==> src/rtl/lrc_pkg.sv <==
`timescale 1ns / 1ps
`default_nettype none

package lrc_pkg;

   localparam int COORD_BITS    = 32;
   localparam int PROD_BITS     = 2 * COORD_BITS;
   localparam int CSR_DATA_BITS = 32;
   localparam int CSR_ADDR_BITS = 4;
   localparam int QUEUE_DEPTH   = 4;

   typedef logic signed [COORD_BITS-1:0] coord_type;
   typedef logic        [COORD_BITS-1:0] mag_type;

   localparam coord_type COORD_MAX = {1'b0, {(COORD_BITS-1){1'b1}}};
   localparam coord_type COORD_MIN = {1'b1, {(COORD_BITS-1){1'b0}}};

   localparam coord_type RESET_X_MIN = -coord_type'(65536);
   localparam coord_type RESET_X_MAX = coord_type'(65536);
   localparam coord_type RESET_Y_MIN = -coord_type'(65536);
   localparam coord_type RESET_Y_MAX = coord_type'(65536);

   typedef enum logic [1:0] {
      REG_X_MIN = 2'd0,
      REG_X_MAX = 2'd1,
      REG_Y_MIN = 2'd2,
      REG_Y_MAX = 2'd3
   } reg_index_type;

   typedef struct packed {
      coord_type start_x;
      coord_type start_y;
      coord_type end_x;
      coord_type end_y;
   } req_type;

   typedef struct packed {
      logic      visible;
      coord_type clip_start_x;
      coord_type clip_start_y;
      coord_type clip_end_x;
      coord_type clip_end_y;
   } rsp_type;

   typedef struct packed {
      coord_type x_min;
      coord_type x_max;
      coord_type y_min;
      coord_type y_max;
   } window_type;

   // A classified segment: ordered along the major axis, window edges mapped to match.
   typedef struct packed {
      logic      reject;
      logic      swap_axes;
      logic      swap_ends;
      coord_type a1;
      coord_type b1;
      coord_type a2;
      coord_type b2;
      coord_type a_min;
      coord_type a_max;
      coord_type b_min;
      coord_type b_max;
      mag_type   da;
      mag_type   db;
      logic      db_neg;
   } seg_type;

   function automatic mag_type diff_mag(coord_type a, coord_type b);
      logic signed [COORD_BITS:0] d;
      logic signed [COORD_BITS:0] n;
      d = {a[COORD_BITS-1], a} - {b[COORD_BITS-1], b};
      n = -d;
      return d[COORD_BITS] ? n[COORD_BITS-1:0] : d[COORD_BITS-1:0];
   endfunction

   function automatic logic diff_neg(coord_type a, coord_type b);
      return a < b;
   endfunction

endpackage

`default_nettype wire

==> src/rtl/lrc_fifo.sv <==
`timescale 1ns / 1ps
`default_nettype none

module lrc_fifo
   import lrc_pkg::*;
(
   input  logic    clock,
   input  logic    reset,
   input  logic    push,
   input  seg_type wr_data,
   output logic    full,
   input  logic    pop,
   output seg_type rd_data,
   output logic    empty
);

   localparam int PTR_BITS = $clog2(QUEUE_DEPTH);
   localparam int CNT_BITS = $clog2(QUEUE_DEPTH + 1);

   seg_type             mem_ff [QUEUE_DEPTH];
   logic [PTR_BITS-1:0] wr_ptr_ff, wr_ptr_in, rd_ptr_ff, rd_ptr_in;
   logic [CNT_BITS-1:0] count_ff, count_in;
   logic                do_push, do_pop;

   assign full    = count_ff == CNT_BITS'(QUEUE_DEPTH);
   assign empty   = count_ff == '0;
   assign rd_data = mem_ff[rd_ptr_ff];
   assign do_push = push && !full;
   assign do_pop  = pop && !empty;

   always_comb begin
      wr_ptr_in = wr_ptr_ff;
      rd_ptr_in = rd_ptr_ff;
      count_in  = count_ff;
      if (do_push) begin
         wr_ptr_in = (wr_ptr_ff == PTR_BITS'(QUEUE_DEPTH - 1)) ? '0 : wr_ptr_ff + 1'b1;
      end
      if (do_pop) begin
         rd_ptr_in = (rd_ptr_ff == PTR_BITS'(QUEUE_DEPTH - 1)) ? '0 : rd_ptr_ff + 1'b1;
      end
      if (do_push && !do_pop) begin
         count_in = count_ff + 1'b1;
      end else if (do_pop && !do_push) begin
         count_in = count_ff - 1'b1;
      end
   end

   always_ff @(posedge clock) begin
      if (reset) begin
         wr_ptr_ff <= '0;
         rd_ptr_ff <= '0;
         count_ff  <= '0;
      end else begin
         wr_ptr_ff <= wr_ptr_in;
         rd_ptr_ff <= rd_ptr_in;
         count_ff  <= count_in;
      end
   end

   always_ff @(posedge clock) begin
      if (do_push) begin
         mem_ff[wr_ptr_ff] <= wr_data;
      end
   end

endmodule

`default_nettype wire

==> config.mk <==
export PLATFORM = sky130hd
export DESIGN_NAME = lrc_fifo
export DESIGN_NICKNAME = d
export VERILOG_FILES = /design/src/rtl/lrc_pkg.sv /design/src/rtl/lrc_fifo.sv
export SDC_FILE = /design/constraint.sdc
export NUM_CORES = 1
export LEC_CHECK = 0
export ABC_AREA = 1
export ABC_CLOCK_PERIOD_IN_PS = 16300
export BUFFER_PORTS_ARGS = -buffer_cell sky130_fd_sc_hd__buf_2
export CAP_MARGIN = 20
export CELL_PAD_IN_SITES_DETAIL_PLACEMENT = 2
export CELL_PAD_IN_SITES_GLOBAL_PLACEMENT = 2
export CORE_MARGIN = 5
export CORE_UTILIZATION = 25
export CTS_CLUSTER_DIAMETER = 150
export CTS_CLUSTER_SIZE = 16
export DETAILED_ROUTE_END_ITERATION = 7
export GPL_TIMING_DRIVEN = 0
export MAX_ROUTING_LAYER = met4
export PLACE_DENSITY = 0.55
export SYNTH_ARGS = -nofsm -noshare
export SYNTH_HDL_FRONTEND = slang
export SYNTH_SLANG_ARGS = --single-unit
==> constraint.sdc <==
create_clock -name clock -period 16.3 [get_ports clock]
set_input_delay 1.63 -clock clock [delete_from_list [all_inputs] [get_ports clock]]
set_output_delay 1.63 -clock clock [all_outputs]
set_load 0.02 [all_outputs]
After elaboration in Yosys (flattened, before gate mapping)

Memory sizes are Yosys's and may differ from the RTL's. A register that Yosys moved wholly into a read port is not among the register bits.
Cells that the tools add are included.

Flip-flop bits (word level): 7
RAM bits: 1296
Input bits: 328
Output and inout bits: 326
Memories kept: 1

Memories:

| name   | depth | width | rd ports | clocked after Yosys merged registers in | wr ports | line           | text |
|---|---|---|---|---|---|---|---|
| mem_ff | 4     | 324   | 1        | 1                                       | 1        | lrc_fifo.sv:20 | `seg_type mem_ff [QUEUE_DEPTH];` |

Add/subtract/negate cells: 4
Equal/unequal tests: 3
Mux-type cells: 8
Reduce and logical (&&, ||, !) cells: 10

Operators with widths:

| kind                                              | number |
|---|---|
| two-way mux 2 bit                                 | 4 |
| two-way mux 3 bit                                 | 2 |
| adder 2 x 1 -> 2 bit (second input constant)      | 2 |
| equality test 2 bit (second input constant)       | 2 |
| logical AND 1 bit                                 | 4 |
| zero test 1 bit                                   | 4 |
| adder 3 x 1 -> 3 bit (second input constant)      | 1 |
| equality test 3 bit (second input constant)       | 1 |
| zero test 3 bit                                   | 1 |
| subtractor 3 x 1 -> 3 bit (second input constant) | 1 |
| two-way mux 1 bit                                 | 2 |
| nonzero test 2 bit                                | 1 |

Longest topological paths before layout

Gate-level depths: netlist of the first run.

Word-level depth: 7
Depth in mapped cells: 13

Worst setup path before layout of the first run

No wires, ideal clock.

Path kind: in2reg
From: in push
To: mem mem_ff[0][0] in the netlist's numbering (enable)
Library setup time: 1.018 ns
Arrival time: 15.181 ns
Data required time: 15.282 ns
Slack: 0.101 ns
Stages on the path: 2
Buffers on the path: 0
Cell sequence: nand2_1 -> nor2_1

Longest elaborated chain between the ends: 3

Ends and longest elaborated chain:

| element                                 | line           | text |
|---|---|---|
| start: declaration                      | lrc_fifo.sv:9  | `input logic push,` |
| logical AND 1 bit                       | lrc_fifo.sv:28 | `assign do_push = push && !full;` |
| two-way mux 1 bit                       | lrc_fifo.sv:61 | `if (do_push) begin` |
| two-way mux 1 bit (not written as such) | lrc_fifo.sv:62 | `mem_ff[wr_ptr_ff] <= wr_data;` |
| end: declaration                        | lrc_fifo.sv:20 |  |

No other way between the ends.

==> metrics.cfg, run 1 <==
[final_layout]
post_route_cells_drive_above_1_share = 0.2372
area_overhead_vs_synth_pct = 21.27
finish.instance_area_mm2 = 0.05865
finish.utilization = 0.3045
n_fill_cell = 20070
nNetsFinal = 4345

[yosys]
synth_xor_area_frac = 0.0001811
synth_enable_flop_cells = 1296
synth_top_area_share = 0.8047
post_synthesis_simple_gate_area_fraction = 0.05324
mappedNetlistNets = 3538
yosys_synthesis_warning_count = 0
synth_most_common_cell = edfxtp_1
synth-compound-area-share = 0.1093
mappedNetlistArea_mm2 = 0.04836
most_used_flip_flop_cell_after_synthesis = edfxtp_1
post_synth.cell_area_avg_um2 = 15.10
post_synth_fa_ha_maj_area_fraction = 0.001966
synth-async-reset-ratio = 0
ys_seq_area_frac = 0.8084
synth_area_leaders = edfxtp_1 80%, o21ai_0 6.0%, nor2_1 5.2%
synth_top_area_cell = edfxtp_1
yosys_register_bits = 1305
synth.mux.area_fraction = 0
combinational_family_with_the_most_area_after_synthesis = compound AO/OA/AOI/OAI gates
synthesis.instances = 3203
synth_commonest_cells = 1,296 x edfxtp_1, 665 x nor2_1, 582 x o21ai_0
synthDistinctLibCells = 21

[clocking]
number_of_buffers_on_the_longest_clock_path = 3
post_cts_resized = 0
cts-buffers-inserted = 92
postCtsSetupRepairBufs = 0
postCtsHoldBufs = 0
insertion_delay_ns = 0.74
clkSinkCount = 1305
clkTransAtPathRegs_ns = 0.08
cell_at_the_root_of_the_clock_tree = clkbuf_16
cts_tree = done
cts.htree.levels = 3

[worst_setup_path]
path_delay_family = buffers and inverters
timing.critical_path.required_ns = 14.67
endpoint_kind = primary output
worstPathMaxFanout = 10
worst_path_max_delay_cell = o22ai_1
cp-start-kind = flop
worst-endpoint-arrival_ns = 3.58
path_cells = buf_6 -> buf_6 -> buf_2 -> buf_2 -> nor2_1 -> o22ai_1 -> buf_2
crit_path_class = reg -> out
max_stage_delay_ns = 0.69
cp_common_cell = buf_2
critical_path_buf_inv_count = 5

[pwr]
power_switching_mw = 3.915
p_per_area_mw_per_mm2 = 171.1
comb_power_share = 0.365
vdd_drop_max_mv = 0.08017
total_power_mw = 10.04
power.internal_mw = 6.120
cellLeakagePower_nw = 19.76
power.share.sequential = 0.413
power_switching_share = 0.3901
power.share.clock = 0.221

[floorplanning]
io_pins = 654
rows = 161
placeableCoreArea_mm2 = 0.1926
total_die_area_mm2 = 0.2024
floorplan.initialDensity = 0.2511
floorplan.die.height_um = 449.8
chipWidth_um = 449.8

[grt]
grt_usage = 0.1748
via_count_of_the_first_global_routing_pass = 33400
largest_net_degree_at_the_start_of_global_routing = 27
grt_overflow = 0
grt_first_pass_wirelength_um = 250700
grt_antenna_before_repair = 100

[timing]
grt_setup_unrepaired = no
fin_skew_ns = 0.02182
setup_violations = 0
timing_worst_slew_pin_value_ns = 0.8804
final.setup.tns_ns = 0
post-route-period-util = 0.3194
hold_viol = 0
fmax_mhz = 192.1
relative_max_transition_margin = 0.4131
drv_slew = 0
finalCriticalPeriod_ns = 5.207

[route]
drt_pre_antenna_iters = 5
drc = 0
postRouteWirelength_um = 177100
detail_route.wl_per_cell_um = 26.91
vias = 30710
dr.first_iter.drc_count = 2023
final_antenna_net_count = 0
detail_route.vias_per_cell = 4.667

[placement]
post_dp_cell_area_mm2 = 0.05605
routabilityCongestion = 0.7723
port-buffer-count = 653
dp_hpwl_um = 125300

[run_status]
run_status = complete, no violations

[min_path]
hp-class = reg -> reg

[job]
number_of_maximum_capacitance_violations = 0

## metrics by stage
stage                     hold WS (ns)  instances  worst slack, ns
after floorplan                 0.4827       3203           0.1013
after global placement          0.5214       6382           -14.95
after detailed placement        0.5395       6442            11.60
after CTS                       0.5512       6552            10.77
after global routing            0.5704       6574            10.88
final                           0.5401       6580            11.09
## logic make-up (layout without fill, tap and decap cells)
logic type	count (synthesis)	count (layout)
AO/OA/AOI/OAI	975	975
XOR/XNOR	1	1
adder cells (fa/ha/maj)	7	7
buffers and inverters	232	1055
flip-flops	1305	1305
other	0	28
AND/OR/NAND/NOR	683	683
## routing by layer
metal	GRT usage	vias up	share of wire
met1	0.1965	15960	0.39
met5	-	-	0
met4	0.05593	0	0.042
met3	0.02482	336	0.031
met2	0.3197	666	0.54
li1	-	13740	-
## final cells by class
cell class              count  area [µm²]  area share
flip-flops and latches   1305       39100      0.6666
multi-input cells        1666        7994      0.1363
repair buffers            713        4499     0.07672
well taps                2526        3161     0.05389
clock buffers             106        2471     0.04213
plain buffers             214        1230     0.02097
inverters                  18       72.57    0.001237
diodes                     28       70.07    0.001195
clock inverters             4       53.80   0.0009174
## worst register-to-register path: cells and delay by family (launching register included)
kind | cells | cell delay (ns)
and+or+nand+nor | 4 | 1.15
buffers and inverters | 5 | 1.23
DFF | 1 | 0.41
## sequential cells by signal, indices dropped and copies added, names as in the netlist, named ones only
register / flops
count_ff: 3
mem_ff: 1296
rd_ptr_ff: 2
wr_ptr_ff: 2
## layout by cell type (no fill, tap or decap), types with 2 or more instances in the layout
| cell type | synthesis | final |
|---|---|---|
| buf_12 | 0 | 56 |
| nand2_1 | 14 | 14 |
| a21oi_1 | 2 | 2 |
| clkinv_1 | 0 | 2 |
| o22ai_1 | 324 | 324 |
| inv_1 | 16 | 16 |
| buf_2 | 92 | 745 |
| buf_16 | 0 | 4 |
| nor2_1 | 665 | 661 |
| clkbuf_1 | 78 | 86 |
| buf_4 | 5 | 5 |
| edfxtp_1 | 1296 | 1296 |
| buf_6 | 39 | 39 |
| nor2_4 | 0 | 4 |
| o21ai_0 | 582 | 582 |
| o21ai_1 | 67 | 67 |
| ha_1 | 6 | 6 |
| nand3b_1 | 2 | 2 |
| clkbuf_16 | 0 | 97 |
| dfxtp_1 | 9 | 9 |
| diode_2 | 0 | 28 |
## final timing paths
path	start	endpoint	slack, ns	depth (start not counted)
worst max register to register	count_ff[0]$_SDFFE_PP0P_	mem_ff[3][145]$_DFFE_PP_	13.18	9
worst min-delay path	count_ff[1]$_SDFFE_PP0P_	count_ff[1]$_SDFFE_PP0P_	0.54	2
worst max-delay path	flop	rd_data[308]	11.09	7
worst min register to register	count_ff[1]$_SDFFE_PP0P_	count_ff[1]$_SDFFE_PP0P_	0.54	2
## power by group through the flow
stage	Combinational (mW)	Clock (mW)	Sequential (mW)
detailed placement	3.80	0	4.23
CTS	3.80	2.31	4.15
floorplan	1.92	0	4.41
global placement	3.65	0	4.65
finish	3.67	2.22	4.15
global route	3.94	2.43	4.18
Note: power is estimated with default switching activity, not from simulation.
==> run 2: changes to the inputs <==
- ABC_CLOCK_PERIOD_IN_PS: 16300 -> 4250
- clock period: 16.3 -> 4.25 ns (I/O delays scaled with it)
==> metrics.cfg, run 2 (same netlist as run 1, synthesis figures left out) <==
[clocking]
clkSinkCount = 1305
postCtsSetupRepairBufs = 0
cts_tree = done
post_cts_resized = 0
clkTransAtPathRegs_ns = 0.08
cts-buffers-inserted = 92
insertion_delay_ns = 0.74
cell_at_the_root_of_the_clock_tree = clkbuf_16
cts.htree.levels = 3
number_of_buffers_on_the_longest_clock_path = 3

[floorplanning]
chipWidth_um = 449.8
io_pins = 654
total_die_area_mm2 = 0.2024
floorplan.die.height_um = 449.8
rows = 161
placeableCoreArea_mm2 = 0.1926
floorplan.initialDensity = 0.2511

[worst_setup_path]
crit_path_class = reg -> out
worst_path_max_delay_cell = clkbuf_1
worst-endpoint-arrival_ns = 3.11
endpoint_kind = primary output
worstPathMaxFanout = 10
cp_common_cell = buf_2
max_stage_delay_ns = 0.54
path_cells = buf_6 -> buf_2 -> clkbuf_1 -> o21ai_0 -> o22ai_1 -> buf_2
timing.critical_path.required_ns = 3.83
cp-start-kind = flop

[grt]
grt_usage = 0.1755
grtUsageMet3 = 0.02321
globalRoute.busiestLayer = met2
via_count_of_the_first_global_routing_pass = 35220
grt_first_pass_wirelength_um = 252700
met1_track_usage_gr = 0.1953
largest_net_degree_at_the_start_of_global_routing = 26
grt_antenna_before_repair = 43
grt_overflow = 0
grtUsageMet2 = 0.3139

[run_status]
run_status = complete, no violations

[pwr]
vdd_drop_max_mv = 0.3656
power_switching_mw = 15.20
cellLeakagePower_nw = 21.14
power.share.sequential = 0.411
power_switching_share = 0.3929
comb_power_share = 0.372
p_per_area_mw_per_mm2 = 624.8
total_power_mw = 38.70
power.share.clock = 0.216
power.internal_mw = 23.50

[timing]
setup_violations = 0
hold_viol = 0
timing_worst_slew_pin_value_ns = 0.8679
fin_skew_ns = 0.02627
finalCriticalPeriod_ns = 3.531
post-route-period-util = 0.8309
drv_slew = 0
fmax_mhz = 283.2
holdWs_ns = 0.3904
relative_max_transition_margin = 0.4200
grt_setup_unrepaired = no

[route]
detail_route.wl_per_cell_um = 25.71
dr.first_iter.drc_count = 1701
postRouteWirelength_um = 177400
drc = 0
final_antenna_net_count = 0
vias = 31630
drt_pre_antenna_iters = 5
detail_route.vias_per_cell = 4.584

[placement]
routabilityCongestion = 0.7627
dp_hpwl_um = 124600
placed_cells_incl_taps = 6443
port-buffer-count = 653

[final_layout]
most_frequent_cells_in_the_layout = 1,296 x edfxtp_1, 745 x buf_2, 660 x nor2_1, 582 x o21ai_0, 327 x dlygate4sd3_1
largestRegisters = mem_ff: 1296 flops, count_ff: 3 flops
area_overhead_vs_synth_pct = 28.08
flip_flop_count_of_the_largest_register_all_copies_and_words_added = 1296
finish.utilization = 0.3216
nNetsFinal = 4673
post_route_cells_drive_above_1_share = 0.2215
mostFrequentLayoutCell = edfxtp_1
largest_register = mem_ff
stdcell_count = 6900

[min_path]
hp-class = in -> reg

[job]
number_of_maximum_capacitance_violations = 0

run 2: changes by cell type in the layout (fill, tap and decap cells not counted), sizes merged:
cell,delta
inv,+4
clkbuf,-7
dlygate4sd3,+327
buf,+1
clkinv,+3
diode,-7
bufinv,-1
run 2: path summary, 6_finish.rpt:
| check | slack [ns] | startpoint | end | cells past startpoint |
|---|---|---|---|---|
| setup / recovery | 0.72 | flop | rd_data[143] | 6 |
| hold / removal | 0.39 | reset | count_ff[0]$_SDFFE_PP0P_ | 3 |
| setup reg to reg | 1.30 | count_ff[0]$_SDFFE_PP0P_ | mem_ff[1][136]$_DFFE_PP_ | 10 |
| hold reg to reg | 0.54 | wr_ptr_ff[1]$_SDFFE_PP0P_ | wr_ptr_ff[1]$_SDFFE_PP0P_ | 2 |
run 2: per-stage QoR:
step                setup slack, ns  area, µm²  setup TNS [ns]
floorplan                    -1.607      48410        -2068.78
detailed placement            1.222      56130               0
CTS                          0.4204      61890               0
global placement             -6.892      54840        -8520.20
finish                       0.7187      61940               0
global route                 0.4372      61930               0
run 2: routing by layer:
metal  up-vias  wire length [µm]
li1      14390                 -
met1     16400             70090
met5         -                 0
met2       558             93500
met4         0              8722
met3       280              5092
run 2: layout make-up:
cell class | count | area (µm²)
diodes | 21 | 52.55
flip-flops and latches | 1305 | 39100
clock inverters | 10 | 141.4
fillers | 20070 | 130600
plain buffers | 214 | 1230
inverters | 18 | 72.57
clock buffers | 99 | 2350
well taps | 2526 | 3161
multi-input cells | 1666 | 8006
repair buffers | 1041 | 7830
run 2: timing repair:
item                                    CTS  global route
hold buffers                            327             0
endpoints found under the hold margin  1305             0
setup endpoints to repair                 0             0
run 2: worst max-delay path: cells and delay by family, from the launching register on:
family	cells	cell delay [ns]
compound gates	2	0.52
buf+inv	4	1.50
flops	1	0.33
run 2: power by group through the flow:
stage,Combinational [mW],Sequential [mW],Clock [mW]
floorplan,7.39,16.4,0
global placement,14.0,16.7,0
detailed placement,14.5,16.2,0
CTS,14.9,15.9,8.77
global route,15.5,16.0,9.24
finish,14.4,15.9,8.38
==> run 3: changes to the inputs <==
- ABC_CLOCK_PERIOD_IN_PS: 4250 -> 3250
- PLACE_DENSITY: 0.55 -> 0.53
- clock period: 4.25 -> 3.25 ns (I/O delays scaled with it)
==> metrics.cfg, run 3 (same netlist as run 1, synthesis figures left out) <==
[worst_setup_path]
worst-endpoint-arrival_ns = 2.75
max_stage_delay_ns = 0.31
worstPathMaxFanout = 10
crit_path_class = reg -> out
timing.critical_path.required_ns = 2.92
worst_path_max_delay_cell = dfxtp_1
path_cells = buf_6 -> buf_8 -> inv_6 -> buf_6 -> buf_2 -> o21ai_0 -> o22ai_1 -> buf_2
cp-start-kind = flop
endpoint_kind = primary output

[timing]
drv_slew = 0
post-route-period-util = 0.9464
finalCriticalPeriod_ns = 3.076
grt_setup_unrepaired = yes
timing_worst_slew_pin_value_ns = 0.7775
holdWs_ns = 0.3092
final.setup.tns_ns = 0
setup_violations = 0
relative_max_transition_margin = 0.4805
hold_viol = 0
fin_skew_ns = 0.02049
fmax_mhz = 325.1

[pwr]
total_power_mw = 51.00
p_per_area_mw_per_mm2 = 819.4
cellLeakagePower_nw = 21.37
vdd_drop_max_mv = 0.4022

[clocking]
number_of_buffers_on_the_longest_clock_path = 3
insertion_delay_ns = 0.72
cts_tree = done
clkSinkCount = 1305
clkTransAtPathRegs_ns = 0.08
cts-buffers-inserted = 92
cts.htree.levels = 3
postCtsSetupRepairBufs = 0
cell_at_the_root_of_the_clock_tree = clkbuf_16

[final_layout]
nNetsFinal = 4674
finish.utilization = 0.3232
largestRegisters = mem_ff: 1296 flops, count_ff: 3 flops
largest_register = mem_ff
stdcell_count = 6914
area_overhead_vs_synth_pct = 28.68
most_frequent_cells_in_the_layout = 1,296 x edfxtp_1, 692 x buf_2, 660 x nor2_1, 581 x o21ai_0, 327 x dlygate4sd3_1
mostFrequentLayoutCell = edfxtp_1
flip_flop_count_of_the_largest_register_all_copies_and_words_added = 1296
post_route_cells_drive_above_1_share = 0.2333

[floorplanning]
placeableCoreArea_mm2 = 0.1926
floorplan.initialDensity = 0.2511
rows = 161
total_die_area_mm2 = 0.2024
chipWidth_um = 449.8
floorplan.die.height_um = 449.8
io_pins = 654

[placement]
port-buffer-count = 653
placed_cells_incl_taps = 6444
dp_hpwl_um = 124500
routabilityCongestion = 0.7463

[route]
final_antenna_net_count = 0
vias = 31700
drc = 0
detail_route.wl_per_cell_um = 25.90
postRouteWirelength_um = 179100
drt_pre_antenna_iters = 5
dr.first_iter.drc_count = 1598
detail_route.vias_per_cell = 4.584

[grt]
grt_usage = 0.1773
largest_net_degree_at_the_start_of_global_routing = 27
grt_antenna_before_repair = 45
grt_overflow = 0
via_count_of_the_first_global_routing_pass = 35220
grt_first_pass_wirelength_um = 254900

[min_path]
hp-class = in -> reg

[job]
number_of_maximum_capacitance_violations = 0

[run_status]
run_status = complete, no violations

==> run 3: cell type report <==
class                           instances  area [µm²]
Clock inverter                          7       82.58
Buffer                                214        1449
Fill cell                           20010      130300
Antenna cell                           25       62.56
Sequential cell                      1305       39100
Inverter                               18       75.07
Tap cell                             2526        3161
Clock buffer                          111        2416
Timing Repair Buffer                 1042        7840
Multi-Input combinational cell       1666        8050
==> run 3: worst max-delay path, delay by kind of cell (launching register included) <==
kind | cells | cell delay (ns)
AOI/OAI and AO/OA | 2 | 0.36
buffers and inverters | 6 | 1.31
DFF | 1 | 0.31
==> run 3: per-layer routing <==
metal,track usage,vias up,part of all wire
met5,-,-,0
met2,0.3152,565,0.52
li1,-,14420,-
met3,0.02343,260,0.031
met1,0.2017,16450,0.40
met4,0.07244,0,0.045
==> run 3: timing repair <==
item | 4_1_cts | 5_1_grt
hold buffers | 327 | 0
pin swaps | 0 | 0
gates resized for setup | 98 | 28
setup endpoints to repair | 320 | 43
hold endpoints to repair | 1305 | 0
==> run 3: path summary, 6_finish.rpt <==
check	start	end	slack (ns)	cells after the start
setup / recovery	flop	rd_data[200]	0.17	8
setup reg to reg	wr_ptr_ff[0]$_SDFFE_PP0P_	mem_ff[3][218]$_DFFE_PP_	0.26	9
hold reg to reg	count_ff[1]$_SDFFE_PP0P_	count_ff[1]$_SDFFE_PP0P_	0.53	2
hold / removal	reset	count_ff[0]$_SDFFE_PP0P_	0.31	3
==> run 3: through the flow <==
stage | cell area [µm²] | worst slack, ns
2_1_floorplan | 48410 | -2.607
3_3_place_gp | 54840 | -7.891
3_5_place_dp | 56130 | 0.1729
4_1_cts | 62120 | -0.001160
5_1_grt | 62230 | -0.006527
6_report | 62240 | 0.1744
==> run 3: power by group <==
group	internal (mW)	total, mW	switching [mW]
Combinational	5.38	19.1	13.7
Clock	5.23	11.1	5.85
Sequential	20.4	20.8	0.372
