**config.mk**
```make
export PLATFORM = sky130hd
export DESIGN_NAME = lrc_back
export DESIGN_NICKNAME = d
export VERILOG_FILES = /design/src/rtl/lrc_pkg.sv /design/src/rtl/lrc_back.sv
export SDC_FILE = /design/constraint.sdc
export NUM_CORES = 2
export LEC_CHECK = 0
export BUFFER_PORTS_ARGS = -buffer_cell sky130_fd_sc_hd__buf_2
export CAP_MARGIN = 20
export CELL_PAD_IN_SITES_DETAIL_PLACEMENT = 0
export CELL_PAD_IN_SITES_GLOBAL_PLACEMENT = 2
export CORE_AREA = 2 2 403 405
export DETAILED_ROUTE_END_ITERATION = 8
export DIE_AREA = 0 0 405 407
export GPL_ROUTABILITY_DRIVEN = 0
export GPL_TIMING_DRIVEN = 0
export PLACE_DENSITY = 0.88
export SYNTH_ARGS = -nofsm -noshare
export SYNTH_HDL_FRONTEND = slang
export SYNTH_SLANG_ARGS = --single-unit
```
**constraint.sdc**
```tcl
create_clock -name clock -period 26.1 [get_ports clock]
set_input_delay 0 -clock clock [delete_from_list [all_inputs] [get_ports clock]]
set_output_delay 0 -clock clock [all_outputs]
set_load 0.005 [all_outputs]
```
**src/rtl/lrc_pkg.sv**
```systemverilog
`timescale 1ns / 1ps
`default_nettype none

package lrc_pkg;

   localparam int COORD_BITS    = 32;
   localparam int PROD_BITS     = 2 * COORD_BITS;
   localparam int CSR_DATA_BITS = 32;
   localparam int CSR_ADDR_BITS = 4;
   localparam int QUEUE_DEPTH   = 4;

   typedef logic signed [COORD_BITS-1:0] coord_type;
   typedef logic        [COORD_BITS-1:0] mag_type;

   localparam coord_type COORD_MAX = {1'b0, {(COORD_BITS-1){1'b1}}};
   localparam coord_type COORD_MIN = {1'b1, {(COORD_BITS-1){1'b0}}};

   localparam coord_type RESET_X_MIN = -coord_type'(65536);
   localparam coord_type RESET_X_MAX = coord_type'(65536);
   localparam coord_type RESET_Y_MIN = -coord_type'(65536);
   localparam coord_type RESET_Y_MAX = coord_type'(65536);

   typedef enum logic [1:0] {
      REG_X_MIN = 2'd0,
      REG_X_MAX = 2'd1,
      REG_Y_MIN = 2'd2,
      REG_Y_MAX = 2'd3
   } reg_index_type;

   typedef struct packed {
      coord_type start_x;
      coord_type start_y;
      coord_type end_x;
      coord_type end_y;
   } req_type;

   typedef struct packed {
      logic      visible;
      coord_type clip_start_x;
      coord_type clip_start_y;
      coord_type clip_end_x;
      coord_type clip_end_y;
   } rsp_type;

   typedef struct packed {
      coord_type x_min;
      coord_type x_max;
      coord_type y_min;
      coord_type y_max;
   } window_type;

   // A classified segment: ordered along the major axis, window edges mapped to match.
   typedef struct packed {
      logic      reject;
      logic      swap_axes;
      logic      swap_ends;
      coord_type a1;
      coord_type b1;
      coord_type a2;
      coord_type b2;
      coord_type a_min;
      coord_type a_max;
      coord_type b_min;
      coord_type b_max;
      mag_type   da;
      mag_type   db;
      logic      db_neg;
   } seg_type;

   function automatic mag_type diff_mag(coord_type a, coord_type b);
      logic signed [COORD_BITS:0] d;
      logic signed [COORD_BITS:0] n;
      d = {a[COORD_BITS-1], a} - {b[COORD_BITS-1], b};
      n = -d;
      return d[COORD_BITS] ? n[COORD_BITS-1:0] : d[COORD_BITS-1:0];
   endfunction

   function automatic logic diff_neg(coord_type a, coord_type b);
      return a < b;
   endfunction

endpackage

`default_nettype wire

```
**src/rtl/lrc_back.sv**
```systemverilog
`timescale 1ns / 1ps
`default_nettype none

module lrc_back
   import lrc_pkg::*;
(
   input  logic    clock,
   input  logic    reset,
   input  logic    in_empty,
   input  seg_type in_data,
   output logic    in_pop,
   output logic    rsp_empty,
   output rsp_type rsp_data,
   input  logic    rsp_pop
);

   localparam int N         = COORD_BITS;
   localparam int CNT_BITS  = $clog2(PROD_BITS);
   localparam int WIDE_BITS = PROD_BITS + 2;

   typedef enum logic [6:0] {
      ST_IDLE = 7'b0000001,
      ST_EDGE = 7'b0000010,
      ST_MUL  = 7'b0000100,
      ST_DIV  = 7'b0001000,
      ST_CMP  = 7'b0010000,
      ST_FIX  = 7'b0100000,
      ST_OUT  = 7'b1000000
   } state_type;

   typedef enum logic [3:0] {
      STEP_MAJOR_LO = 4'b0001,
      STEP_MINOR_LO = 4'b0010,
      STEP_MAJOR_HI = 4'b0100,
      STEP_MINOR_HI = 4'b1000
   } step_type;

   typedef enum logic [1:0] {
      MODE_OFS  = 2'd0,
      MODE_CMP1 = 2'd1,
      MODE_CMP2 = 2'd2
   } mode_type;

   typedef enum logic [1:0] {
      DST_A1 = 2'd0,
      DST_B1 = 2'd1,
      DST_A2 = 2'd2,
      DST_B2 = 2'd3
   } dest_type;

   state_type state_ff, state_in;
   step_type  step_ff, step_in;
   mode_type  mode_ff, mode_in;
   dest_type  dest_ff, dest_in;
   seg_type   seg_ff, seg_in;
   coord_type a1_ff, a1_in, b1_ff, b1_in, a2_ff, a2_in, b2_ff, b2_in;
   logic      vis_ff, vis_in;
   coord_type op_base_ff, op_base_in;
   logic      op_neg_ff, op_neg_in;
   mag_type   op_d_ff, op_d_in;
   mag_type   mul_a_ff, mul_a_in;
   mag_type   rem_ff, rem_in;
   logic [PROD_BITS-1:0]       prod_ff, prod_in;
   logic [CNT_BITS-1:0]        cnt_ff, cnt_in;
   logic signed [PROD_BITS:0]  p1_ff, p1_in;
   logic      out_valid_ff, out_valid_in;
   rsp_type   out_data_ff, out_data_in;

   // Operation launch bundle.
   logic      st_en;
   mode_type  st_mode;
   coord_type st_base;
   logic      st_neg;
   mag_type   st_ma, st_mb, st_d;
   dest_type  st_dest;

   logic      pos_b, neg_b, cmp_reject, rnd_up;
   coord_type lo_edge, hi_edge, fix_val;
   logic [N:0]                 msum, dsh, dsub;
   logic                       dge;
   logic [PROD_BITS:0]         qr;
   logic signed [PROD_BITS:0]  prod_s;
   logic signed [WIDE_BITS-1:0] base_w, sum_w, max_w, min_w;
   coord_type o_a1, o_b1, o_a2, o_b2;
   rsp_type   mapped;

   always_comb begin
      pos_b   = !seg_ff.db_neg && (seg_ff.db != '0);
      neg_b   = seg_ff.db_neg && (seg_ff.db != '0);
      lo_edge = pos_b ? seg_ff.b_min : seg_ff.b_max;
      hi_edge = neg_b ? seg_ff.b_min : seg_ff.b_max;

      // Shift-add multiply: the low half of prod holds the multiplier at the start.
      msum = {1'b0, prod_ff[PROD_BITS-1:N]} + (prod_ff[0] ? {1'b0, mul_a_ff} : '0);

      // Restoring divide: prod shifts the dividend out and the quotient in.
      dsh  = {rem_ff, prod_ff[PROD_BITS-1]};
      dge  = dsh >= {1'b0, op_d_ff};
      dsub = dsh - {1'b0, op_d_ff};

      // Round half away from zero on the magnitude, then apply the sign and saturate.
      rnd_up = {rem_ff, 1'b0} >= {1'b0, op_d_ff};
      qr     = {1'b0, prod_ff} + {{PROD_BITS{1'b0}}, rnd_up};
      base_w = {{(WIDE_BITS-N){op_base_ff[N-1]}}, op_base_ff};
      max_w  = {{(WIDE_BITS-N){1'b0}}, COORD_MAX};
      min_w  = {{(WIDE_BITS-N){1'b1}}, COORD_MIN};
      sum_w  = op_neg_ff ? base_w - $signed({1'b0, qr}) : base_w + $signed({1'b0, qr});
      if (op_d_ff == '0) begin
         fix_val = op_base_ff;
      end else if (sum_w > max_w) begin
         fix_val = COORD_MAX;
      end else if (sum_w < min_w) begin
         fix_val = COORD_MIN;
      end else begin
         fix_val = sum_w[N-1:0];
      end

      prod_s     = op_neg_ff ? -$signed({1'b0, prod_ff}) : $signed({1'b0, prod_ff});
      cmp_reject = pos_b ? (p1_ff < prod_s) : (p1_ff > prod_s);

      o_a1 = seg_ff.swap_ends ? a2_ff : a1_ff;
      o_b1 = seg_ff.swap_ends ? b2_ff : b1_ff;
      o_a2 = seg_ff.swap_ends ? a1_ff : a2_ff;
      o_b2 = seg_ff.swap_ends ? b1_ff : b2_ff;
      mapped.visible = vis_ff;
      if (!vis_ff) begin
         mapped.clip_start_x = '0;
         mapped.clip_start_y = '0;
         mapped.clip_end_x   = '0;
         mapped.clip_end_y   = '0;
      end else if (seg_ff.swap_axes) begin
         mapped.clip_start_x = o_b1;
         mapped.clip_start_y = o_a1;
         mapped.clip_end_x   = o_b2;
         mapped.clip_end_y   = o_a2;
      end else begin
         mapped.clip_start_x = o_a1;
         mapped.clip_start_y = o_b1;
         mapped.clip_end_x   = o_a2;
         mapped.clip_end_y   = o_b2;
      end
   end

   always_comb begin
      state_in     = state_ff;
      step_in      = step_ff;
      mode_in      = mode_ff;
      dest_in      = dest_ff;
      seg_in       = seg_ff;
      a1_in        = a1_ff;
      b1_in        = b1_ff;
      a2_in        = a2_ff;
      b2_in        = b2_ff;
      vis_in       = vis_ff;
      op_base_in   = op_base_ff;
      op_neg_in    = op_neg_ff;
      op_d_in      = op_d_ff;
      mul_a_in     = mul_a_ff;
      rem_in       = rem_ff;
      prod_in      = prod_ff;
      cnt_in       = cnt_ff;
      p1_in        = p1_ff;
      out_valid_in = out_valid_ff;
      out_data_in  = out_data_ff;
      in_pop       = 1'b0;
      st_en        = 1'b0;
      st_mode      = MODE_OFS;
      st_base      = '0;
      st_neg       = 1'b0;
      st_ma        = '0;
      st_mb        = '0;
      st_d         = '0;
      st_dest      = DST_A1;

      if (rsp_pop && out_valid_ff) begin
         out_valid_in = 1'b0;
      end

      case (state_ff)
         ST_IDLE: begin
            if (!in_empty) begin
               in_pop   = 1'b1;
               seg_in   = in_data;
               a1_in    = in_data.a1;
               b1_in    = in_data.b1;
               a2_in    = in_data.a2;
               b2_in    = in_data.b2;
               step_in  = STEP_MAJOR_LO;
               vis_in   = !in_data.reject;
               state_in = in_data.reject ? ST_OUT : ST_EDGE;
            end
         end
         ST_EDGE: begin
            case (step_ff)
               STEP_MAJOR_LO: begin
                  if (a1_ff < seg_ff.a_min) begin
                     a1_in   = seg_ff.a_min;
                     st_en   = 1'b1;
                     st_base = b2_ff;
                     st_neg  = seg_ff.db_neg ^ diff_neg(seg_ff.a_min, a2_ff);
                     st_ma   = seg_ff.db;
                     st_mb   = diff_mag(seg_ff.a_min, a2_ff);
                     st_d    = seg_ff.da;
                     st_dest = DST_B1;
                  end else begin
                     step_in = STEP_MINOR_LO;
                  end
               end
               STEP_MINOR_LO: begin
                  if (pos_b ? (b1_ff > seg_ff.b_max) : (b1_ff < seg_ff.b_min)) begin
                     vis_in   = 1'b0;
                     state_in = ST_OUT;
                  end else if (pos_b ? (b1_ff < seg_ff.b_min) : (b1_ff > seg_ff.b_max)) begin
                     // The segment must still reach the edge before the far end of the window.
                     st_en   = 1'b1;
                     st_mode = MODE_CMP1;
                     st_neg  = seg_ff.db_neg ^ diff_neg(seg_ff.a_max, a2_ff);
                     st_ma   = seg_ff.db;
                     st_mb   = diff_mag(seg_ff.a_max, a2_ff);
                  end else begin
                     step_in = STEP_MAJOR_HI;
                  end
               end
               STEP_MAJOR_HI: begin
                  if (a2_ff > seg_ff.a_max) begin
                     a2_in   = seg_ff.a_max;
                     st_en   = 1'b1;
                     st_base = b1_ff;
                     st_neg  = seg_ff.db_neg ^ diff_neg(seg_ff.a_max, a1_ff);
                     st_ma   = seg_ff.db;
                     st_mb   = diff_mag(seg_ff.a_max, a1_ff);
                     st_d    = seg_ff.da;
                     st_dest = DST_B2;
                  end else begin
                     step_in = STEP_MINOR_HI;
                  end
               end
               STEP_MINOR_HI: begin
                  if (neg_b ? (b2_ff < seg_ff.b_min) : (b2_ff > seg_ff.b_max)) begin
                     b2_in   = hi_edge;
                     st_en   = 1'b1;
                     st_base = a1_ff;
                     st_neg  = seg_ff.db_neg ^ diff_neg(hi_edge, b1_ff);
                     st_ma   = seg_ff.da;
                     st_mb   = diff_mag(hi_edge, b1_ff);
                     st_d    = seg_ff.db;
                     st_dest = DST_A2;
                  end else begin
                     state_in = ST_OUT;
                  end
               end
               default: begin
                  state_in = ST_OUT;
               end
            endcase
         end
         ST_MUL: begin
            prod_in = {msum, prod_ff[N-1:1]};
            cnt_in  = cnt_ff + 1'b1;
            if (cnt_ff == CNT_BITS'(N - 1)) begin
               cnt_in   = '0;
               rem_in   = '0;
               state_in = (mode_ff == MODE_OFS) ? ST_DIV : ST_CMP;
            end
         end
         ST_DIV: begin
            prod_in = {prod_ff[PROD_BITS-2:0], dge};
            rem_in  = dge ? dsub[N-1:0] : dsh[N-1:0];
            cnt_in  = cnt_ff + 1'b1;
            if (cnt_ff == CNT_BITS'(PROD_BITS - 1)) begin
               cnt_in   = '0;
               state_in = ST_FIX;
            end
         end
         ST_CMP: begin
            case (mode_ff)
               MODE_CMP1: begin
                  p1_in   = prod_s;
                  st_en   = 1'b1;
                  st_mode = MODE_CMP2;
                  st_neg  = diff_neg(lo_edge, b2_ff);
                  st_ma   = seg_ff.da;
                  st_mb   = diff_mag(lo_edge, b2_ff);
               end
               MODE_CMP2: begin
                  if (cmp_reject) begin
                     vis_in   = 1'b0;
                     state_in = ST_OUT;
                  end else begin
                     // The second product is already the numerator of the new major coordinate.
                     b1_in      = lo_edge;
                     op_base_in = a2_ff;
                     op_neg_in  = op_neg_ff ^ seg_ff.db_neg;
                     op_d_in    = seg_ff.db;
                     dest_in    = DST_A1;
                     mode_in    = MODE_OFS;
                     rem_in     = '0;
                     cnt_in     = '0;
                     state_in   = (seg_ff.db == '0) ? ST_FIX : ST_DIV;
                  end
               end
               default: begin
                  state_in = ST_OUT;
               end
            endcase
         end
         ST_FIX: begin
            case (dest_ff)
               DST_A1:  a1_in = fix_val;
               DST_B1:  b1_in = fix_val;
               DST_A2:  a2_in = fix_val;
               DST_B2:  b2_in = fix_val;
               default: a1_in = fix_val;
            endcase
            state_in = ST_EDGE;
            case (step_ff)
               STEP_MAJOR_LO: step_in = STEP_MINOR_LO;
               STEP_MINOR_LO: step_in = STEP_MAJOR_HI;
               STEP_MAJOR_HI: step_in = STEP_MINOR_HI;
               default:       state_in = ST_OUT;
            endcase
         end
         ST_OUT: begin
            if (!out_valid_ff || rsp_pop) begin
               out_valid_in = 1'b1;
               out_data_in  = mapped;
               state_in     = ST_IDLE;
            end
         end
         default: begin
            state_in = ST_IDLE;
         end
      endcase

      if (st_en) begin
         mode_in    = st_mode;
         dest_in    = st_dest;
         op_base_in = st_base;
         op_neg_in  = st_neg;
         op_d_in    = st_d;
         mul_a_in   = st_ma;
         prod_in    = {{N{1'b0}}, st_mb};
         cnt_in     = '0;
         state_in   = (st_mode == MODE_OFS && st_d == '0) ? ST_FIX : ST_MUL;
      end
   end

   always_ff @(posedge clock) begin
      if (reset) begin
         state_ff     <= ST_IDLE;
         step_ff      <= STEP_MAJOR_LO;
         mode_ff      <= MODE_OFS;
         cnt_ff       <= '0;
         out_valid_ff <= 1'b0;
      end else begin
         state_ff     <= state_in;
         step_ff      <= step_in;
         mode_ff      <= mode_in;
         cnt_ff       <= cnt_in;
         out_valid_ff <= out_valid_in;
      end
   end

   always_ff @(posedge clock) begin
      dest_ff     <= dest_in;
      seg_ff      <= seg_in;
      a1_ff       <= a1_in;
      b1_ff       <= b1_in;
      a2_ff       <= a2_in;
      b2_ff       <= b2_in;
      vis_ff      <= vis_in;
      op_base_ff  <= op_base_in;
      op_neg_ff   <= op_neg_in;
      op_d_ff     <= op_d_in;
      mul_a_ff    <= mul_a_in;
      rem_ff      <= rem_in;
      prod_ff     <= prod_in;
      p1_ff       <= p1_in;
      out_data_ff <= out_data_in;
   end

   assign rsp_empty = !out_valid_ff;
   assign rsp_data  = out_data_ff;

endmodule

`default_nettype wire

```
==> After elaboration in Yosys (flattened, before gate mapping) <==
Index checks and enable logic that the tools add are counted.
{ "totals": {"regBits": 733, "in_bits": 328, "out_inout_bits": 131, "word_cells": 320} }
{ "op_classes": {"addsub": 17, "order_cmp": 17, "n_eq_ne": 50, "mux": 158, "bitwise_logic": 6, "reduce_logical": 39} }
{ "op_table": {"columns": ["op", "count"], "rows": [
  ["32-bit two-way mux", 64],
  ["32-bit case mux with 3 select lines", 7],
  ["32-bit < comparator", 8],
  ["32-bit case mux with 4 select lines", 2],
  ["32-bit by 32-bit subtractor with 33-bit output", 5],
  ["32-bit negator", 5],
  ["128-bit two-way mux", 1],
  ["32-bit case mux with 2 select lines", 2],
  ["64-bit case mux with 2 select lines", 1],
  ["32-bit greater-than comparator", 3],
  ["32-bit zero test", 3],
  ["7-bit two-way mux", 10],
  ["32-bit by 66-bit adder with 66-bit output", 1],
  ["33-bit by 32-bit greater-or-equal comparator with 1-bit output", 2],
  ["66-bit by 32-bit greater-than comparator with 1-bit output (second input constant)", 1],
  ["66-bit by 32-bit < comparator with 1-bit output (second input constant)", 1],
  ["66-bit two-way mux", 1],
  ["32-bit by 66-bit subtractor with 66-bit output", 1],
  ["64-bit by 1-bit adder with 65-bit output", 1],
  ["65-bit greater-than comparator", 1],
  ["65-bit < comparator", 1],
  ["65-bit two-way mux", 1],
  ["64-bit negator with 65-bit output", 1],
  ["7-bit case mux with 7 select lines", 1],
  ["other kinds (53)", 163]
]} }

==> Depth between registers and ports, before layout <==
{ "depth": {"depth_word": 11, "depth_mapped": 46, "mapped_depth_nobuf": 42} }

==> Worst setup path before layout <==
OpenSTA, ideal clock, no wires.
{ "synth_path": {"path_kind": "flip-flop to flip-flop", "start": "register state_ff[1]", "end": "register seg_ff[0] (netlist bit) (enable)", "setup_ns": 0.993, "t_arrival_ns": 14.307, "required_time_ns": 25.107, "slack_ns": 10.799, "path_stages_with_launch": 5, "path_buffers": 0, "synth_period_minus_slack_ns": 15.301, "cell_sequence": "dfxtp_1 > or3_1 > nor3_1 > nand2_1 > nor3_1"} }
{ "synth_between": {"elab_chain_cells": 2} }
{ "synth_lines": {"columns": ["element", "line_no", "source"], "rows": [
  ["from (decl)", "lrc_back.sv:51", "state_type state_ff, state_in;"],
  ["from (signal assigned)", "lrc_back.sv:356", "state_ff <= state_in;"],
  ["7-bit by 1-bit == test with 1-bit output", "lrc_back.sv:179", "case (state_ff)"],
  ["2-bit AND reduction (no source line)", null, null],
  ["to (signal assigned)", "lrc_back.sv:366", "seg_ff <= seg_in;"],
  ["to (decl)", "lrc_back.sv:55", "seg_type seg_ff, seg_in;"]
]} }
Every way passes these cells.
A chain may end at the register's enable or synchronous reset.

==> Worst setup path in the final report <==
{ "layout_path": {"start": "register rem_ff[16]", "end": "register b2_ff[14], data pin"} }
{ "layout_between": {"elab_chain_cells": 10, "word_cells_on_any_way": 12, "cone_classes": "add/sub (3); order compare (3); mux (6)"} }
{ "layout_lines": {"columns": ["element", "line_no", "source"], "rows": [
  ["from (decl)", "lrc_back.sv:62", "mag_type rem_ff, rem_in;"],
  ["from (signal assigned)", "lrc_back.sv:376", "rem_ff <= rem_in;"],
  ["33-bit by 32-bit greater-or-equal comparator with 1-bit output *", "lrc_back.sv:102", "rnd_up = {rem_ff, 1'b0} >= {1'b0, op_d_ff};"],
  ["64-bit by 1-bit adder with 65-bit output *", "lrc_back.sv:103", "qr = {1'b0, prod_ff} + {{PROD_BITS{1'b0}}, rnd_up};"],
  ["32-bit by 66-bit adder with 66-bit output / 32-bit by 66-bit subtractor with 66-bit output (equally long branches)", "lrc_back.sv:107", "sum_w = op_neg_ff ? base_w - $signed({1'b0, qr}) : base_w + $signed({1'b0, qr});"],
  ["66-bit two-way mux *", "lrc_back.sv:107", null],
  ["66-bit by 32-bit < comparator with 1-bit output", "lrc_back.sv:112", "end else if (sum_w < min_w) begin"],
  ["32-bit two-way mux", "lrc_back.sv:112", null],
  ["32-bit two-way mux *", "lrc_back.sv:110", "end else if (sum_w > max_w) begin"],
  ["32-bit two-way mux *", "lrc_back.sv:108", "if (op_d_ff == '0) begin"],
  ["32-bit two-way mux *", "lrc_back.sv:308", "case (dest_ff)"],
  ["32-bit case mux with 3 select lines *", "lrc_back.sv:179", null],
  ["via b2_in[14]", "lrc_back.sv:56", "coord_type a1_ff, a1_in, b1_ff, b1_in, a2_ff, a2_in, b2_ff, b2_in;"],
  ["to (signal assigned)", "lrc_back.sv:370", "b2_ff <= b2_in;"],
  ["to (decl)", "lrc_back.sv:56", null]
]} }
The timed path passes the listed nets; every way through them passes the cells marked *. The select of a mux whose other input is x is not followed.

==> out/metrics.sh <==
CRITICAL-PATH-TOP-DELAY-FAMILY='compound AO/OA/AOI/OAI gates'
NUMBER_OF_NETS_WITH_ANTENNA_VIOLATIONS_AFTER_DETAILED_ROUTING=0
POSTSYNTHNETCOUNT=7784
POST-DP-HPWL_UM=233000
REPORT.POWER.TOTAL_mW=10.1
NUMCTSBUFFERS=87
SYNTH_SEQ_AREA_SHARE_PCT=33.6
AREA_DELTA_SYNTH_FINAL_PCT=21.6
MAX_SLEW.WORST_PIN.SLEW_NS=1.37
IO_PINS=459
CTS_REPAIR_RESIZE_COUNT=0
PLACEMENTROWS=147
TIMING.CRITICAL_PATH.TO_TYPE='flop'
CTS.SINK_COUNT=733
TIMING.HOLD.WORST.CLASS='input pin to flop'
DIE-AREA_UM2=165000
SYNTH.TOP_CELLS.BY_COUNT='sky130_fd_sc_hd__edfxtp_1, sky130_fd_sc_hd__ha_1, sky130_fd_sc_hd__nand2_1'
FRACTION_OF_POST_SYNTHESIS_CELL_AREA_IN_THE_TOP_CELL_TYPE_BY_AREA_PCT=32.0
CHIPWIDTH_UM=405
CTS_TREE='done'
YOSYS_REGISTER_BITS=733
DESIGN.CORE.AREA_UM2=160000
ASYNC_RESET_FF_SHARE_PCT=0
GRT_PASS1_WL_UM=413000
POSTCTSSETUPBUFFERS=0
HOLD_VIOL=0
FIN_WORST_HOLD_SLACK_NS=0.0146
CLK_PIN_SLEW_NS=0.07
CRITPATHBUFINV=6
PEAKVDDDROP_mV=0.0981
OUTCOME='finished with violations'
IO_BUFFERS=457
YOSYS_MOST_USED_DFF='sky130_fd_sc_hd__edfxtp_1'
NUM_VIAS=63759
POWER.STATIC_LEAKAGE_nW=30.9
CHIPHEIGHT_UM=407
SYNTH_WARNINGS=0
FINALWIRELENGTH_UM=293000
MAX-CAP-VIOLATIONS=0
DRC=35
TIMING.SLEW.HEADROOM_PCT=8.71
TIMING.CRITICAL_PATH.SLOWEST_STAGE_CELL='sky130_fd_sc_hd__o22ai_1'
LAYOUT_MIN_CYCLE_TIME_NS=13.15
SYNTH_TOP_AREA_CELL='sky130_fd_sc_hd__edfxtp_1'
CRITICAL-PATH-MAX-STAGE-DELAY_NS=1.04
WIRE_PER_INST_UM=28.6
POSTCTSHOLDBUFS=502
SYNTHCELLS=6923
POST_ROUTE_CELLS_DRIVE_ABOVE_1_SHARE_PCT=11.1
VIOLATIONS_IN_THE_FINAL_REPORTS='DRC'
GRT_USAGE_PCT=34.5
CLOCKROOTBUFFER='sky130_fd_sc_hd__clkbuf_16'
POST_SYNTH_INSTANCE_AREA_UM2=64000
SYN-MEAN-INSTANCE-AREA_UM2=9.24
CRIT_PATH_MAX_FANOUT=10
HIGHEST_ATTAINABLE_CLOCK_FREQUENCY_MHz=76.0
TIMING.FINAL.CRIT_SHARE_PCT=50.4
FIN_WORST_SKEW_NS=0.0559
DRT-VIAS-PER-INSTANCE=6.21
LARGEST_NET_DEGREE_AT_THE_START_OF_GLOBAL_ROUTING=56
CLOCK_TREE.BUFFER_DEPTH=3
MAXSLEWVIOLCOUNT=0
STARTING_UTILIZATION_OF_THE_CORE_AREA_PCT=39.9
GRT_PASS1_VIAS=60568
INITIALDRTVIOLATIONCOUNT=8027
SETUP_REPAIR_AFTER_GLOBAL_ROUTING_MISSED_ITS_MARGIN='false'
DESIGN.FINAL.NETS=8895
YOSYS.CELL_COUNT.TOP_TYPE='sky130_fd_sc_hd__edfxtp_1'
NUMBER_OF_ENABLE_TYPE_REGISTER_CELLS_IN_THE_SYNTHESIZED_NETLIST=681
WORSTPATHREQUIRED_NS=26.69
ANTENNA_FOUND_INITIAL=22
HTREEDEPTH=3
GRT_REMAINING_OVERFLOW=0
INSERTION_DELAY_NS=0.74
NUMBER_OF_DIFFERENT_LIBRARY_CELLS_IN_THE_POST_SYNTHESIS_NETLIST=94
POWER.DENSITY_CELL_AREA_nW_PER_UM2=129
SYNTH_AREA_LEADERS='sky130_fd_sc_hd__edfxtp_1, sky130_fd_sc_hd__ha_1, sky130_fd_sc_hd__xnor2_1'
FIRSTDRTPASSITERS=9
SETUP_TOTAL_NEGATIVE_SLACK_NS=0
CP_DATA_ARRIVAL_TIME_NS=13.75
FINALSETUPVIOLCOUNT=0
CRITICALPATHCATEGORY='flop to flop'
POSTLAYOUTCOREUTIL_PCT=48.6
TIMING.CRITICAL_PATH.FROM_TYPE='flop'
-- per-stage QoR --
step                      setup WS, ns  std cells  cell area, um^2
final                            12.95      10274            77800
after global routing             12.46      10266            77800
after CTS                        13.50      10256            77700
after detailed placement         13.61       9595            69800
after global placement            3.29       9540            69000
after floorplan                  10.80       6923            64000
-- sequential cells by signal (all words and copies together), names as in the netlist, 32 cells and up --
| name | count |
|---|---|
| seg_ff | 195 |
| rsp_data | 129 |
| p1_ff | 65 |
| prod_ff | 64 |
| a1_ff | 32 |
| a2_ff | 32 |
| b1_ff | 32 |
| b2_ff | 32 |
| mul_a_ff | 32 |
| op_base_ff | 32 |
| op_d_ff | 32 |
| rem_ff | 32 |
-- layer usage --
layer,GRT usage (%),wire length [um]
met2,52.3,126000
met1,41.9,109000
met5,0,225
met4,27.0,27100
met3,8.63,31100
-- layout by cell type, fill, tap and decap left out, types with 33 or more instances in the layout --
cell                            synthesis  final
sky130_fd_sc_hd__clkbuf_16              0     88
sky130_fd_sc_hd__nand3_1              149    149
sky130_fd_sc_hd__and2_1               200    199
sky130_fd_sc_hd__ha_1                 525    525
sky130_fd_sc_hd__xor2_1               216    216
sky130_fd_sc_hd__nor4_1                54     54
sky130_fd_sc_hd__o211ai_1              59     59
sky130_fd_sc_hd__o21a_1                54     54
sky130_fd_sc_hd__a211o_1               52     52
sky130_fd_sc_hd__a22oi_1               47     47
sky130_fd_sc_hd__nand2b_1              83     83
sky130_fd_sc_hd__xnor2_1              348    348
sky130_fd_sc_hd__buf_1                 39     38
sky130_fd_sc_hd__edfxtp_1             681    681
sky130_fd_sc_hd__o22ai_1               81     81
sky130_fd_sc_hd__nor2_1               421    421
sky130_fd_sc_hd__nor3_1               115    113
sky130_fd_sc_hd__or3_1                 59     59
sky130_fd_sc_hd__o31ai_1               61     61
sky130_fd_sc_hd__nand2_1              502    501
sky130_fd_sc_hd__a211oi_1              64     63
sky130_fd_sc_hd__clkbuf_1             320    337
sky130_fd_sc_hd__a21oi_1              491    491
sky130_fd_sc_hd__and3_1               110    109
sky130_fd_sc_hd__mux2i_1               43     43
sky130_fd_sc_hd__a22o_1                68     68
sky130_fd_sc_hd__a221o_1              103    103
sky130_fd_sc_hd__nand4_1              116    116
sky130_fd_sc_hd__inv_1                442    442
sky130_fd_sc_hd__a21o_1               182    182
sky130_fd_sc_hd__nor2b_1               67     66
sky130_fd_sc_hd__o21ai_0              390    389
sky130_fd_sc_hd__a222oi_1              39     39
sky130_fd_sc_hd__dfxtp_1               52     52
sky130_fd_sc_hd__mux4_2               128    128
sky130_fd_sc_hd__a31oi_1               79     79
sky130_fd_sc_hd__buf_2                 10    468
sky130_fd_sc_hd__dlygate4sd3_1          0    502
sky130_fd_sc_hd__o21bai_1              33     33
-- area by class of cell --
class / instances / area [um^2]
multi-input cells: 5375 / 39500
inverters: 445 / 1670
flip-flops and latches: 733 / 21500
fillers: 14896 / 82400
clock buffers: 109 / 2310
clock inverters: 50 / 553
diodes: 10 / 25.0
well taps: 2160 / 2700
repair buffers: 1022 / 8120
plain buffers: 370 / 1410
-- worst register-to-register path: cells and delay by family, from the launching register on --
family,cells,cell delay (ns)
flops,1,0.39
simple gates,12,3.96
compound gates,11,4.26
fa+ha+maj,4,1.16
xor+xnor,3,1.28
buf+inv,6,1.97
-- where the power goes --
part	leakage, nW	total (mW)	switching (mW)	internal [mW]
sequential	6.68	2.24	0.585	1.65
combinational	22.8	6.55	4.19	2.36
clock	1.39	1.26	0.558	0.706
total	30.9	10.1	5.34	4.72
-- final timing paths --
kind                from          to  slack (ns)  cells past startpoint
max           rem_ff[16]   b2_ff[14]       12.95                     36
min          in_data[95]  seg_ff[95]        0.01                      2
max reg2reg   rem_ff[16]   b2_ff[14]       12.95                     36
min reg2reg   mode_ff[0]  mode_ff[0]        0.52                      2
-- cells by family (layout without fill, tap and decap cells) --
family / Yosys count / count (layout) / synth area share, %
xor+xnor: 564 / 564 / 7.72
buf+inv: 815 / 1996 / 4.81
mux: 178 / 178 / 5.30
other cells: 0 / 10 / 0
simple gates: 2043 / 2043 / 16.3
compound gates: 2057 / 2057 / 21.7
flops: 733 / 733 / 33.6
fa+ha+maj: 533 / 533 / 10.5
Power figures use the tool's default switching activity.
